## src/design/bmpw_pkg.sv

```systemverilog
// Shared types, codes and defaults of the BMP to RGB565 window streamer.
package bmpw_pkg;

    localparam int MAX_IMAGE_WIDTH_DEF = 1280;
    localparam int SCREEN_LIMIT_DEF    = 2048;

    localparam logic [11:0] SCREEN_WIDTH_RST  = 12'd480;
    localparam logic [11:0] SCREEN_HEIGHT_RST = 12'd272;

    localparam logic [1:0] REG_SCREEN_WIDTH  = 2'd0;
    localparam logic [1:0] REG_SCREEN_HEIGHT = 2'd1;
    localparam logic [1:0] REG_COLUMN_OFFSET = 2'd2;
    localparam logic [1:0] REG_ROW_OFFSET    = 2'd3;

    localparam logic [7:0] BITS_PER_PIXEL = 8'd24;

    typedef enum logic [1:0] {
        KIND_WINDOW = 2'd0,
        KIND_PIXEL  = 2'd1,
        KIND_REJECT = 2'd2
    } kind_t;

    localparam logic [1:0] REJECT_PLANES      = 2'd0;
    localparam logic [1:0] REJECT_DEPTH       = 2'd1;
    localparam logic [1:0] REJECT_COMPRESSION = 2'd2;
    localparam logic [1:0] REJECT_SIZE        = 2'd3;

    typedef struct packed {
        logic [11:0] screen_width;
        logic [11:0] screen_height;
        logic [11:0] column_offset;
        logic [11:0] row_offset;
    } cfg_t;

    typedef struct packed {
        logic [7:0] file_byte;
        logic       end_of_file;
    } in_item_t;

    typedef struct packed {
        kind_t       kind;
        logic [15:0] col_start;
        logic [15:0] col_end;
        logic [15:0] row_addr;
        logic [15:0] pixel;
        logic [1:0]  reject_reason;
        logic        last_pixel;
    } result_t;

endpackage

```

## src/design/bmpw_in_reg.sv

```systemverilog
// Input register that holds one accepted file byte for the parse stage.
module bmpw_in_reg (
    input  logic               clk,
    input  logic               rst_n,
    input  logic               s_tvalid,
    output logic               s_tready,
    input  logic [7:0]         s_tdata,
    input  logic               s_tlast,
    input  logic               adv,
    output logic               vld,
    output bmpw_pkg::in_item_t item
);
    import bmpw_pkg::*;

    logic     vld_reg;
    in_item_t item_reg;

    assign s_tready = !vld_reg || adv;
    assign vld      = vld_reg;
    assign item     = item_reg;

    always_ff @(posedge clk or negedge rst_n)
    begin
        if (!rst_n)
        begin
            vld_reg <= 1'b0;
        end
        else if (s_tready)
        begin
            vld_reg <= s_tvalid;
        end
    end

    always_ff @(posedge clk)
    begin
        if (s_tvalid && s_tready)
        begin
            item_reg.file_byte   <= s_tdata;
            item_reg.end_of_file <= s_tlast;
        end
    end

endmodule

```

## src/design/bmpw_parser.sv

```systemverilog
// Header capture, geometry setup and row/pixel sequencing for one file byte per cycle while adv is high.
module bmpw_parser #(
    parameter int MAX_IMAGE_WIDTH = bmpw_pkg::MAX_IMAGE_WIDTH_DEF,
    parameter int SCREEN_LIMIT    = bmpw_pkg::SCREEN_LIMIT_DEF
) (
    input  logic               clk,
    input  logic               rst_n,
    input  logic               adv,
    input  bmpw_pkg::in_item_t item,
    input  bmpw_pkg::cfg_t     cfg,
    output logic               res_valid,
    output bmpw_pkg::result_t  res
);
    import bmpw_pkg::*;

    localparam int SC_W  = $clog2(SCREEN_LIMIT);
    localparam int SZ_W  = $clog2(SCREEN_LIMIT + 1);
    localparam int COL_W = $clog2(MAX_IMAGE_WIDTH + 2);
    localparam int LB_W  = $clog2(3 * MAX_IMAGE_WIDTH + 4);

    typedef enum logic [4:0] {
        PH_HEADER = 5'b00001,
        PH_GAP    = 5'b00010,
        PH_SKIP   = 5'b00100,
        PH_ROWS   = 5'b01000,
        PH_IGNORE = 5'b10000
    } phase_t;

    function automatic logic [SZ_W-1:0] eff_size(input logic [11:0] v);
        logic [31:0] v32;
        begin
            v32 = {20'd0, v};
            if (v32 == 32'd0)
            begin
                return SZ_W'(1);
            end
            if (v32 > 32'(SCREEN_LIMIT))
            begin
                return SZ_W'(SCREEN_LIMIT);
            end
            return SZ_W'(v32);
        end
    endfunction

    phase_t            phase_reg, phase_next, phase_eff;
    logic [31:0]       pos_reg, pos_next;
    logic [31:0]       offset_reg, offset_next;
    logic [31:0]       img_w_reg, img_w_next;
    logic [31:0]       img_h_reg, img_h_next;
    logic [2:0]        checks_reg, checks_next;
    logic [31:0]       skip_reg, skip_next;
    logic [SC_W-1:0]   row_reg, row_next;
    logic [LB_W-1:0]   rbc_reg, rbc_next;
    logic [1:0]        mod3_reg, mod3_next;
    logic [COL_W-1:0]  col_reg, col_next;
    logic [10:0]       acc_reg, acc_next;
    logic [SC_W-1:0]   xs_reg, xs_next;
    logic [SC_W-1:0]   xe_reg, xe_next;
    logic [SC_W-1:0]   ys_reg, ys_next;
    logic [COL_W-1:0]  wcols_reg, wcols_next;
    logic [LB_W-1:0]   lb_reg, lb_next;

    logic [7:0]        b;
    logic [31:0]       sw32, sh32;
    logic [31:0]       xs32, xe32, ys32, ye32, lb32;
    logic [LB_W:0]     rbc_inc;
    logic              row_done;
    logic              size_bad;
    logic              last;
    logic [2:0]        chk;

    assign b        = item.file_byte;
    assign sw32     = 32'(eff_size(cfg.screen_width));
    assign sh32     = 32'(eff_size(cfg.screen_height));
    assign rbc_inc  = {1'b0, rbc_reg} + (LB_W + 1)'(1);
    assign row_done = rbc_inc >= {1'b0, lb_reg};
    assign size_bad = (img_w_reg == 32'd0) || (img_w_reg > 32'(MAX_IMAGE_WIDTH))
                      || (img_h_reg == 32'd0);
    assign last     = (row_reg == ys_reg) && (col_reg == wcols_reg - COL_W'(1));
    assign lb32     = ((img_w_reg << 1) + img_w_reg + 32'd3) & ~32'd3;

    always_comb
    begin
        if (img_w_reg > sw32)
        begin
            xs32 = 32'd0;
            xe32 = sw32 - 32'd1;
        end
        else
        begin
            xs32 = (sw32 - img_w_reg) >> 1;
            xe32 = xs32 + img_w_reg - 32'd1;
        end
        if (img_h_reg > sh32)
        begin
            ys32 = 32'd0;
            ye32 = sh32 - 32'd1;
        end
        else
        begin
            ys32 = (sh32 - img_h_reg) >> 1;
            ye32 = ys32 + img_h_reg - 32'd1;
        end
    end

    always_comb
    begin
        phase_next  = phase_reg;
        pos_next    = (pos_reg == 32'hFFFF_FFFF) ? pos_reg : pos_reg + 32'd1;
        offset_next = offset_reg;
        img_w_next  = img_w_reg;
        img_h_next  = img_h_reg;
        checks_next = checks_reg;
        skip_next   = skip_reg;
        row_next    = row_reg;
        rbc_next    = rbc_reg;
        mod3_next   = mod3_reg;
        col_next    = col_reg;
        acc_next    = acc_reg;
        xs_next     = xs_reg;
        xe_next     = xe_reg;
        ys_next     = ys_reg;
        wcols_next  = wcols_reg;
        lb_next     = lb_reg;
        chk         = checks_reg;
        res_valid   = 1'b0;
        res         = '0;
        res.kind    = KIND_WINDOW;

        phase_eff = phase_reg;
        if (phase_reg == PH_GAP && pos_reg >= offset_reg)
        begin
            phase_eff = (skip_reg != 32'd0) ? PH_SKIP : PH_ROWS;
        end
        phase_next = phase_eff;

        case (phase_eff)
            PH_HEADER:
            begin
                case (pos_reg[5:0]) inside
                    6'd10: offset_next[7:0]   = b;
                    6'd11: offset_next[15:8]  = b;
                    6'd12: offset_next[23:16] = b;
                    6'd13: offset_next[31:24] = b;
                    6'd18: img_w_next[7:0]    = b;
                    6'd19: img_w_next[15:8]   = b;
                    6'd20: img_w_next[23:16]  = b;
                    6'd21: img_w_next[31:24]  = b;
                    6'd22: img_h_next[7:0]    = b;
                    6'd23: img_h_next[15:8]   = b;
                    6'd24: img_h_next[23:16]  = b;
                    6'd25: img_h_next[31:24]  = b;
                    6'd26: chk[0] = chk[0] | (b != 8'd1);
                    6'd27: chk[0] = chk[0] | (b != 8'd0);
                    6'd28: chk[1] = chk[1] | (b != BITS_PER_PIXEL);
                    6'd29: chk[1] = chk[1] | (b != 8'd0);
                    [6'd30:6'd33]: chk[2] = chk[2] | (b != 8'd0);
                    default: ;
                endcase
                checks_next = chk;
                if (pos_reg[5:0] == 6'd33)
                begin
                    if (chk[0] || chk[1] || chk[2] || size_bad)
                    begin
                        res_valid  = 1'b1;
                        res.kind   = KIND_REJECT;
                        phase_next = PH_IGNORE;
                        if (chk[0])
                        begin
                            res.reject_reason = REJECT_PLANES;
                        end
                        else if (chk[1])
                        begin
                            res.reject_reason = REJECT_DEPTH;
                        end
                        else if (chk[2])
                        begin
                            res.reject_reason = REJECT_COMPRESSION;
                        end
                        else
                        begin
                            res.reject_reason = REJECT_SIZE;
                        end
                    end
                    else
                    begin
                        phase_next = PH_GAP;
                        xs_next    = xs32[SC_W-1:0];
                        xe_next    = xe32[SC_W-1:0];
                        ys_next    = ys32[SC_W-1:0];
                        row_next   = ye32[SC_W-1:0];
                        wcols_next = COL_W'(xe32 - xs32 + 32'd1);
                        skip_next  = (img_h_reg > sh32) ? img_h_reg - sh32 : 32'd0;
                        lb_next    = lb32[LB_W-1:0];
                        rbc_next   = '0;
                        mod3_next  = 2'd0;
                        col_next   = '0;
                        acc_next   = '0;
                    end
                end
            end
            PH_SKIP:
            begin
                if (row_done)
                begin
                    rbc_next  = '0;
                    skip_next = skip_reg - 32'd1;
                    if (skip_reg == 32'd1)
                    begin
                        phase_next = PH_ROWS;
                    end
                end
                else
                begin
                    rbc_next = rbc_inc[LB_W-1:0];
                end
            end
            PH_ROWS:
            begin
                if (rbc_reg == '0)
                begin
                    res_valid     = 1'b1;
                    res.kind      = KIND_WINDOW;
                    res.col_start = {4'd0, cfg.column_offset} + 16'(xs_reg);
                    res.col_end   = {4'd0, cfg.column_offset} + 16'(xe_reg);
                    res.row_addr  = {4'd0, cfg.row_offset} + 16'(row_reg);
                end
                if (mod3_reg == 2'd0)
                begin
                    acc_next = {6'd0, b[7:3]};
                end
                else if (mod3_reg == 2'd1)
                begin
                    acc_next = {b[7:2], acc_reg[4:0]};
                end
                else if (col_reg < wcols_reg)
                begin
                    res_valid      = 1'b1;
                    res.kind       = KIND_PIXEL;
                    res.pixel      = {b[7:3], acc_reg};
                    res.last_pixel = last;
                    if (last)
                    begin
                        phase_next = PH_IGNORE;
                    end
                end
                if (phase_next == PH_ROWS)
                begin
                    if (row_done)
                    begin
                        rbc_next  = '0;
                        mod3_next = 2'd0;
                        col_next  = '0;
                        if (row_reg > ys_reg)
                        begin
                            row_next = row_reg - SC_W'(1);
                        end
                        else
                        begin
                            phase_next = PH_IGNORE;
                        end
                    end
                    else
                    begin
                        rbc_next  = rbc_inc[LB_W-1:0];
                        mod3_next = (mod3_reg == 2'd2) ? 2'd0 : mod3_reg + 2'd1;
                        col_next  = (mod3_reg == 2'd2) ? col_reg + COL_W'(1) : col_reg;
                    end
                end
            end
            default: ;
        endcase

        if (item.end_of_file)
        begin
            phase_next  = PH_HEADER;
            pos_next    = '0;
            offset_next = '0;
            img_w_next  = '0;
            img_h_next  = '0;
            checks_next = '0;
            skip_next   = '0;
            row_next    = '0;
            rbc_next    = '0;
            mod3_next   = 2'd0;
            col_next    = '0;
            acc_next    = '0;
            xs_next     = '0;
            xe_next     = '0;
            ys_next     = '0;
            wcols_next  = '0;
            lb_next     = '0;
        end
    end

    always_ff @(posedge clk or negedge rst_n)
    begin
        if (!rst_n)
        begin
            phase_reg  <= PH_HEADER;
            pos_reg    <= '0;
            offset_reg <= '0;
            img_w_reg  <= '0;
            img_h_reg  <= '0;
            checks_reg <= '0;
            skip_reg   <= '0;
            row_reg    <= '0;
            rbc_reg    <= '0;
            mod3_reg   <= 2'd0;
            col_reg    <= '0;
            acc_reg    <= '0;
            xs_reg     <= '0;
            xe_reg     <= '0;
            ys_reg     <= '0;
            wcols_reg  <= '0;
            lb_reg     <= '0;
        end
        else if (adv)
        begin
            phase_reg  <= phase_next;
            pos_reg    <= pos_next;
            offset_reg <= offset_next;
            img_w_reg  <= img_w_next;
            img_h_reg  <= img_h_next;
            checks_reg <= checks_next;
            skip_reg   <= skip_next;
            row_reg    <= row_next;
            rbc_reg    <= rbc_next;
            mod3_reg   <= mod3_next;
            col_reg    <= col_next;
            acc_reg    <= acc_next;
            xs_reg     <= xs_next;
            xe_reg     <= xe_next;
            ys_reg     <= ys_next;
            wcols_reg  <= wcols_next;
            lb_reg     <= lb_next;
        end
    end

endmodule

```

## src/design/bmpw_out_reg.sv

```systemverilog
// Result register that drives the master-side stream.
module bmpw_out_reg (
    input  logic              clk,
    input  logic              rst_n,
    input  logic              load,
    input  bmpw_pkg::result_t res,
    output logic              room,
    output logic              m_tvalid,
    input  logic              m_tready,
    output logic [71:0]       m_tdata,
    output logic [1:0]        m_tuser,
    output logic              m_tlast
);
    import bmpw_pkg::*;

    logic    vld_reg;
    result_t res_reg;

    assign room     = !vld_reg || m_tready;
    assign m_tvalid = vld_reg;
    assign m_tdata  = {6'd0, res_reg.reject_reason, res_reg.pixel, res_reg.row_addr,
                       res_reg.col_end, res_reg.col_start};
    assign m_tuser  = res_reg.kind;
    assign m_tlast  = res_reg.last_pixel;

    always_ff @(posedge clk or negedge rst_n)
    begin
        if (!rst_n)
        begin
            vld_reg <= 1'b0;
        end
        else if (room)
        begin
            vld_reg <= load;
        end
    end

    always_ff @(posedge clk)
    begin
        if (room && load)
        begin
            res_reg <= res;
        end
    end

endmodule

```

## src/design/bmp24_to_rgb565_window_streamer.sv

```systemverilog
// Top level of the BMP 24-bit to RGB565 window streamer.
// The block takes one file byte per cycle on the slave side, sustained, as long as the
// master side keeps up. Each byte passes through an input register and one parse stage
// into a result register. A result is loaded into the result register as its byte leaves
// the input register; while a stalled item fills the result register, that byte waits.
// The single parse stage is combinational and updates all counters for a byte together.
// A result held on a stalled master side also holds back the next byte. A row window
// item precedes each drawn row, and one pixel item follows every third data byte inside
// the visible window. Registers should be written only while no item is in flight.
module bmp24_to_rgb565_window_streamer #(
    parameter int MAX_IMAGE_WIDTH = bmpw_pkg::MAX_IMAGE_WIDTH_DEF,
    parameter int SCREEN_LIMIT    = bmpw_pkg::SCREEN_LIMIT_DEF
) (
    input  logic        clk,
    input  logic        rst_n,
    input  logic        s_tvalid,
    output logic        s_tready,
    input  logic [7:0]  s_tdata,    // [7:0] file_byte
    input  logic        s_tlast,
    output logic        m_tvalid,
    input  logic        m_tready,
    output logic [71:0] m_tdata,    // [15:0] col_start, [31:16] col_end, [47:32] row_addr,
                                    // [63:48] pixel, [65:64] reject_reason, [71:66] zero
    output logic [1:0]  m_tuser,    // [1:0] kind
    output logic        m_tlast,
    input  logic        cfg_we,
    input  logic [1:0]  cfg_index,
    input  logic [11:0] cfg_data
);
    import bmpw_pkg::*;

    cfg_t     cfg_reg;
    in_item_t item;
    result_t  res;
    logic     in_vld;
    logic     res_valid;
    logic     room;
    logic     adv;

    assign adv = in_vld && room;

    always_ff @(posedge clk or negedge rst_n)
    begin
        if (!rst_n)
        begin
            cfg_reg.screen_width  <= SCREEN_WIDTH_RST;
            cfg_reg.screen_height <= SCREEN_HEIGHT_RST;
            cfg_reg.column_offset <= '0;
            cfg_reg.row_offset    <= '0;
        end
        else if (cfg_we)
        begin
            case (cfg_index)
                REG_SCREEN_WIDTH:  cfg_reg.screen_width  <= cfg_data;
                REG_SCREEN_HEIGHT: cfg_reg.screen_height <= cfg_data;
                REG_COLUMN_OFFSET: cfg_reg.column_offset <= cfg_data;
                REG_ROW_OFFSET:    cfg_reg.row_offset    <= cfg_data;
                default: ;
            endcase
        end
    end

    bmpw_in_reg u_in_reg (
        .clk      (clk),
        .rst_n    (rst_n),
        .s_tvalid (s_tvalid),
        .s_tready (s_tready),
        .s_tdata  (s_tdata),
        .s_tlast  (s_tlast),
        .adv      (adv),
        .vld      (in_vld),
        .item     (item)
    );

    bmpw_parser #(
        .MAX_IMAGE_WIDTH (MAX_IMAGE_WIDTH),
        .SCREEN_LIMIT    (SCREEN_LIMIT)
    ) u_parser (
        .clk       (clk),
        .rst_n     (rst_n),
        .adv       (adv),
        .item      (item),
        .cfg       (cfg_reg),
        .res_valid (res_valid),
        .res       (res)
    );

    bmpw_out_reg u_out_reg (
        .clk      (clk),
        .rst_n    (rst_n),
        .load     (adv && res_valid),
        .res      (res),
        .room     (room),
        .m_tvalid (m_tvalid),
        .m_tready (m_tready),
        .m_tdata  (m_tdata),
        .m_tuser  (m_tuser),
        .m_tlast  (m_tlast)
    );

endmodule

```

## config.mk

```make
export PLATFORM = sky130hd
export DESIGN_NAME = bmp24_to_rgb565_window_streamer
export DESIGN_NICKNAME = d
export VERILOG_FILES = /design/src/design/bmpw_pkg.sv /design/src/design/bmpw_in_reg.sv /design/src/design/bmpw_parser.sv /design/src/design/bmpw_out_reg.sv /design/src/design/bmp24_to_rgb565_window_streamer.sv
export SDC_FILE = /design/constraint.sdc
export NUM_CORES = 1
export LEC_CHECK = 0
export BUFFER_PORTS_ARGS = -buffer_cell sky130_fd_sc_hd__buf_2
export CORE_MARGIN = 2
export CORE_UTILIZATION = 40
export CTS_CLUSTER_SIZE = 20
export DETAILED_ROUTE_END_ITERATION = 16
export GPL_ROUTABILITY_DRIVEN = 0
export PLACE_DENSITY = 0.58
export SLEW_MARGIN = 30
export SYNTH_ARGS = -nofsm -noshare
export SYNTH_HDL_FRONTEND = slang
export SYNTH_HIERARCHICAL = 1
export SYNTH_SLANG_ARGS = --single-unit
```

## constraint.sdc

```tcl
create_clock -name clk -period 7.15 [get_ports clk]
set_clock_uncertainty 0.1 [all_clocks]
set_input_delay 0.715 -clock clk [delete_from_list [all_inputs] [get_ports clk]]
set_output_delay 0.715 -clock clk [all_outputs]
set_load 0.02 [all_outputs]
```

Word-level counts from Yosys, hierarchy flattened
Cells that the tools add are included.
{ "classes": {"addsub": 23, "n_lt_le_gt_ge": 11, "eq_ne": 55, "muxes": 244, "bitwise_logic": 10, "reduce_logical": 72} }
{ "op_table": {"columns": ["cell", "n"], "rows": [
  ["8-bit two-way mux", 78],
  ["32-bit two-way mux", 13],
  ["11-bit two-way mux", 35],
  ["12-bit two-way mux", 17],
  ["6-bit by 5-bit equality test with 1-bit output (second input constant)", 12],
  ["5-bit two-way mux", 14],
  ["11-bit one-hot mux with 2 select lines", 3],
  ["11-bit by 1-bit subtractor with 11-bit output (second input constant)", 6],
  ["1-bit two-way mux", 65],
  ["32-bit by 12-bit greater-than comparator with 1-bit output", 2],
  ["32-bit logical NOT", 2],
  ["32-bit one-hot mux with 2 select lines", 1],
  ["12-bit by 11-bit adder with 13-bit output", 3],
  ["12-bit logical NOT", 3],
  ["12-bit one-hot mux with 3 select lines", 1],
  ["32-bit by 1-bit adder with 32-bit output (second input constant)", 1],
  ["32-bit by 1-bit equality test with 1-bit output (second input constant)", 1],
  ["32-bit equality test (second input constant)", 1],
  ["32-bit greater-or-equal comparator", 1],
  ["32-bit by 11-bit greater-than comparator with 1-bit output (second input constant)", 1],
  ["32-bit nonzero test", 1],
  ["32-bit by 1-bit subtractor with 32-bit output (second input constant)", 1],
  ["32-bit by 12-bit subtractor with 32-bit output", 1],
  ["5-bit AND reduction", 6],
  ["59 further kinds", 146]
]} }
{ "word_totals": {"register_bits": 399, "output_inout_bits": 77} }

Longest topological paths before layout
{ "depth": {"word_depth": 27, "depth_mapped": 31, "ltp_nobuf": 31} }

Cells and area by module
Netlist, hierarchy kept.
{ "by_module_without_submodules": {"columns": ["module", "n_inst", "cells_each", "area_per_inst_um2"], "rows": [
  ["bmpw_parser", 1, 2542, 21559.4],
  ["bmpw_out_reg", 1, 80, 2174.6],
  ["bmp24_to_rgb565_window_streamer", 1, 106, 1821.7],
  ["bmpw_in_reg", 1, 13, 324.1]
]} }

Least setup slack after synthesis
Ideal clock, no wire load.
{ "synth_path": {"path_kind": "flip-flop to flip-flop", "from": "register cfg_reg[43] in the netlist's numbering", "to": "register u_parser.wcols_reg[10]", "setup_time_ps": 130, "t_arrival_ps": 5380, "required_time_ps": 6920, "setup_slack_ps": 1541, "path_stages_with_launch": 31, "path_buffers": 0, "path_cell_list": "dfstp_2 > nor4_1 > a31oi_1 > nor2_1 > inv_1 > ha_1 > inv_1 > fa_1 > a21o_1 > a21oi_1 > xnor2_1 > inv_1 > ha_1 > inv_1 > ha_1 > a21o_1 > a21oi_1 > nor2b_1 > o21a_1 > nor2_1 > xnor2_1 > nor2_1 > a21oi_1 > ha_1 > ha_1 > or4_1 > a31o_2 > a21oi_1 > xnor2_1 > xnor2_1 > o21ai_0"} }
{ "synth_via": {"elab_chain_len": 15} }
{ "synth_rtl": {"columns": ["element", "line_no", "source"], "rows": [
  ["start: declaration", "bmp24_to_rgb565_window_streamer.sv:32", "cfg_t cfg_reg;"],
  ["12-bit greater-than comparator", "bmpw_parser.sv:37", "if (v32 > 32'(SCREEN_LIMIT))"],
  ["1-bit two-way mux (2 in a row)", "bmpw_parser.sv:37", null],
  ["12-bit two-way mux", "bmpw_parser.sv:41", "return SZ_W'(v32);"],
  ["12-bit two-way mux *", "bmpw_parser.sv:37", null],
  ["12-bit subtractor", "bmpw_parser.sv:91", "xs32 = (sw32 - img_w_reg) >> 1;"],
  ["11-bit adder", "bmpw_parser.sv:92", "xe32 = xs32 + img_w_reg - 32'd1;"],
  ["11-bit by 1-bit subtractor with 11-bit output", "bmpw_parser.sv:92", null],
  ["11-bit two-way mux", "bmpw_parser.sv:84", "if (img_w_reg > sw32)"],
  ["11-bit subtractor *", "bmpw_parser.sv:192", "wcols_next = COL_W'(xe32 - xs32 + 32'd1);"],
  ["11-bit by 1-bit adder with 11-bit output *", "bmpw_parser.sv:192", null],
  ["11-bit two-way mux *", "bmpw_parser.sv:163", "if (chk[0] || chk[1] || chk[2] || size_bad)"],
  ["11-bit two-way mux *", "bmpw_parser.sv:161", "if (pos_reg[5:0] == 6'd33)"],
  ["11-bit two-way mux *", "bmpw_parser.sv:137", "case (phase_eff)"],
  ["11-bit two-way mux *", "bmpw_parser.sv:274", "if (item.end_of_file)"],
  ["end signal: assignment", "bmpw_parser.sv:335", "wcols_reg <= wcols_next;"],
  ["end: declaration", "bmpw_parser.sv:60", "logic [COL_W-1:0] wcols_reg, wcols_next;"]
]} }
Every way passes the cells marked *; elsewhere a longest branch is shown, timed or not. The select of a mux whose other input is x is not followed.
A chain may end at the register's enable or synchronous reset.

Final worst setup path
{ "layout_path": {"from": "register cfg_reg[46] in the netlist's numbering", "to": "register u_parser.wcols_reg[10]"} }
Same word-level chain as after synthesis.

==> impl_metrics.toml <==
[sta]
finalSetupViolations = 0
worst_slack_ps = 908
hold_slack_ps = 211
final_max_slew_viol_count = 0
tns_ps = 0
tightest_slew_ps = 1020
grt_setup_unrepaired = "false"
fin_crit_sh = 0.873
fin_crit_ps = 6240
slew_headroom = 0.318
timing.final.hold_violations = 0
clock.fmax_mhz = 160

[floorplan]
die_w_um = 258
row_count = 93
pin_count = 105
die_h_um = 258
start_util = 0.403
die-area_um2 = 66700
core-area_um2 = 64200

[place]
post-place-ws_ps = 947
port_buffers = 98
dpl.hpwl_mm = 52.8

[worst_hold_path]
hold_class = "in -> reg"
hold_end = "u_in_reg/item[4]"
whs_path_depth = 1
hold_start = "s_tdata[3]"

[global_routing]
grt_pass1_vias = 20600
grt-ovfl-total = 0
antenna_found_initial = 4
grt_max_degree = 133
grt.total_usage = 0.215
grt_first_pass_wirelength_mm = 114

[logic_synthesis]
yosysMostFrequentCell = "dfrtp_1"
synth_area_leader_cell = "dfrtp_1"
synth_commonest_cells = "312 x dfrtp_1, 239 x ha_1, 215 x inv_1, 212 x nand2_1, 199 x o21ai_0"
synth_edf_count = 78
syn_inst = 2741
ys_top_cells_by_area = "dfrtp_1 30%, ha_1 12%, edfxtp_1 9.1%"
syn_area_per_cell_um2 = 9.44
ys.flop_type = "dfrtp_1"
synth-seq-cells = 397
yosysWarnings = 6
yosysTopAreaCellShare = 0.302
ys_types = 86
ys_seq_area_frac = 0.399
synthArstFlopShare = 0.804
syn_area_um2 = 25900

[clock_tree]
cts-root-buf = "clkbuf_16"
insertion_delay_ps = 590
cts.sinks = 397
ctsHtreeMaxLevel = 2
clk_path_buf_depth = 3
cts_buffers = 46
clkSlewWorstSetupHoldPaths_ps = 60
cts_tree = "done"

[worst_setup_path]
crit_top_cell = "ha_1"
crit_fanout = 6
reg2reg_setup_slack_ps = 910
r2r-start = "cfg_reg[46]"
slowest_stage = "or4_1"
crit_type = "reg -> reg"
end_kind = "register"
path_buf_inv = 4
ff2ff_path_depth = 30
rr_endpoint = "u_parser/wcols_reg[10]"
critical_path_arrival_ps = 6590
slowest_delay_ps = 510
cp-start-kind = "register"
cpLargestDelayFamily = "compound AO/OA/AOI/OAI gates"
critical_path_required_ps = 7500

[detailed_routing]
drt_wl_total_mm = 72.4
wl_met1_mm = 33.9
vias_per_cell = 5.62
first_iter_violations = 1683
wl_per_cell_um = 19.5
highest_layer = "met4"
wl_met2_mm = 32.7
drcViolationCount = 0
vias = 20800
route.met3.wl_mm = 3.33
dr.pass1.iters = 7
final_antenna_net_count = 0

[power]
irDropWorstVdd_mv = 0.181
p_leak_uw = 0.0132
power.density_nw_per_um2 = 341
power.total_uw = 9840

[cells_and_area]
n_fill_cell = 6133
largest_register_ffs = 66
fin_nets = 3093
drive_gt1_frac = 0.129
final_core_util = 0.449
synthToLayoutAreaGrowth_pct = 11.5

[job]
maxCapViolations = 0

[outcome]
outcome = "finished, final reports clean"
-- layer usage --
layer  global-route usage  vias up
met4               0.0784        0
li1                     -     9873
met2                0.348      613
met5                    0        -
met1                0.299    10200
met3               0.0227      143
-- worst reg2reg max path: cells and delay by family, from the launching register on --
| kind | cells | cell delay (ps) |
|---|---|---|
| AO/OA/AOI/OAI | 10 | 1640 |
| adder cells (fa/ha/maj) | 6 | 1560 |
| AND/OR/NAND/NOR | 6 | 1480 |
| XOR/XNOR | 4 | 600 |
| flip-flops | 1 | 400 |
| buffers and inverters | 4 | 320 |
-- area by class of cell --
class / count / area [um^2] / area share
Timing Repair Buffer: 126 / 742 / 0.0257
Clock buffer: 70 / 1360 / 0.0470
Sequential cell: 397 / 10300 / 0.358
Clock inverter: 12 / 138 / 0.00477
Inverter: 218 / 818 / 0.0284
Multi-Input combinational cell: 2028 / 14400 / 0.499
Tap cell: 855 / 1070 / 0.0371
Antenna cell: 1 / 2.50 / 0.0000868
-- how the worst max path moves through the flow --
stage | start | endpoint | slack [ps] | cells after the start
after global placement | cfg_reg[46] | u_parser/wcols_reg[10] | 1070 | 30
after CTS | cfg_reg[46] | u_parser/wcols_reg[10] | 920 | 30
after global routing | cfg_reg[46] | u_parser/wcols_reg[10] | 430 | 29
after floorplan | cfg_reg[43] | u_parser/wcols_reg[10] | 1540 | 30
final | cfg_reg[46] | u_parser/wcols_reg[10] | 910 | 30
after detailed placement | cfg_reg[46] | u_parser/wcols_reg[10] | 950 | 30
-- power by group --
part	total, uW	switching [uW]	internal, uW	leakage (uW)
registers	2880	297	2580	0.00506
logic	4590	2610	1980	0.00740
clock network	2380	969	1410	0.000724
-- cell families (layout without fill, tap and decap cells) --
logic type                 after synthesis  count (layout)  synth area share
AOI/OAI and AO/OA                      589             589             0.145
buffers and inverters                  329             426            0.0504
other                                    2              16          0.000290
xor gates and xnor gates               171             171            0.0579
and+or+nand+nor                        881             881             0.171
muxes                                  124             124            0.0535
DFF                                    397             397             0.399
adders and majority gates              248             248             0.123
-- placed cells by master, fill, tap and decap left out, types with 14 or more instances in the layout --
| cell | synthesis | routed |
|---|---|---|
| inv_1 | 215 | 215 |
| buf_4 | 18 | 23 |
| clkbuf_1 | 88 | 16 |
| dfrtp_1 | 312 | 312 |
| a21oi_1 | 124 | 124 |
| nor3_1 | 83 | 83 |
| nor2_1 | 197 | 192 |
| o21ai_0 | 199 | 197 |
| mux2_2 | 114 | 114 |
| conb_1 | 2 | 15 |
| o21a_1 | 16 | 16 |
| ha_1 | 239 | 239 |
| a22o_1 | 34 | 34 |
| nand4_1 | 27 | 27 |
| nand2_1 | 212 | 211 |
| o21bai_1 | 14 | 14 |
| nand2b_1 | 25 | 25 |
| and2_1 | 20 | 20 |
| a21o_1 | 33 | 33 |
| and3_1 | 43 | 43 |
| nor4_1 | 47 | 46 |
| xnor2_1 | 107 | 107 |
| nor2b_1 | 40 | 32 |
| a31oi_1 | 23 | 23 |
| buf_2 | 2 | 97 |
| a211oi_1 | 15 | 15 |
| edfxtp_1 | 78 | 78 |
| clkbuf_16 | 0 | 49 |
| nand3_1 | 91 | 91 |
| xor2_1 | 64 | 64 |
| or3_1 | 24 | 24 |
| o31ai_1 | 15 | 15 |
-- stage by stage --
step	area [um^2]	cells
5_1_grt	28800	3706
3_5_place_dp	27300	3622
6_report	28800	3707
4_1_cts	28800	3705
3_3_place_gp	27300	3622
2_1_floorplan	25900	2754
-- timing repair --
action | 4_1_cts | 5_1_grt
gates resized for setup | 0 | 0
hold buffers | 1 | 0
endpoints found under the hold margin | 55 | 0
setup buffers | 0 | 0
Note: power is estimated with default switching activity, not from simulation.
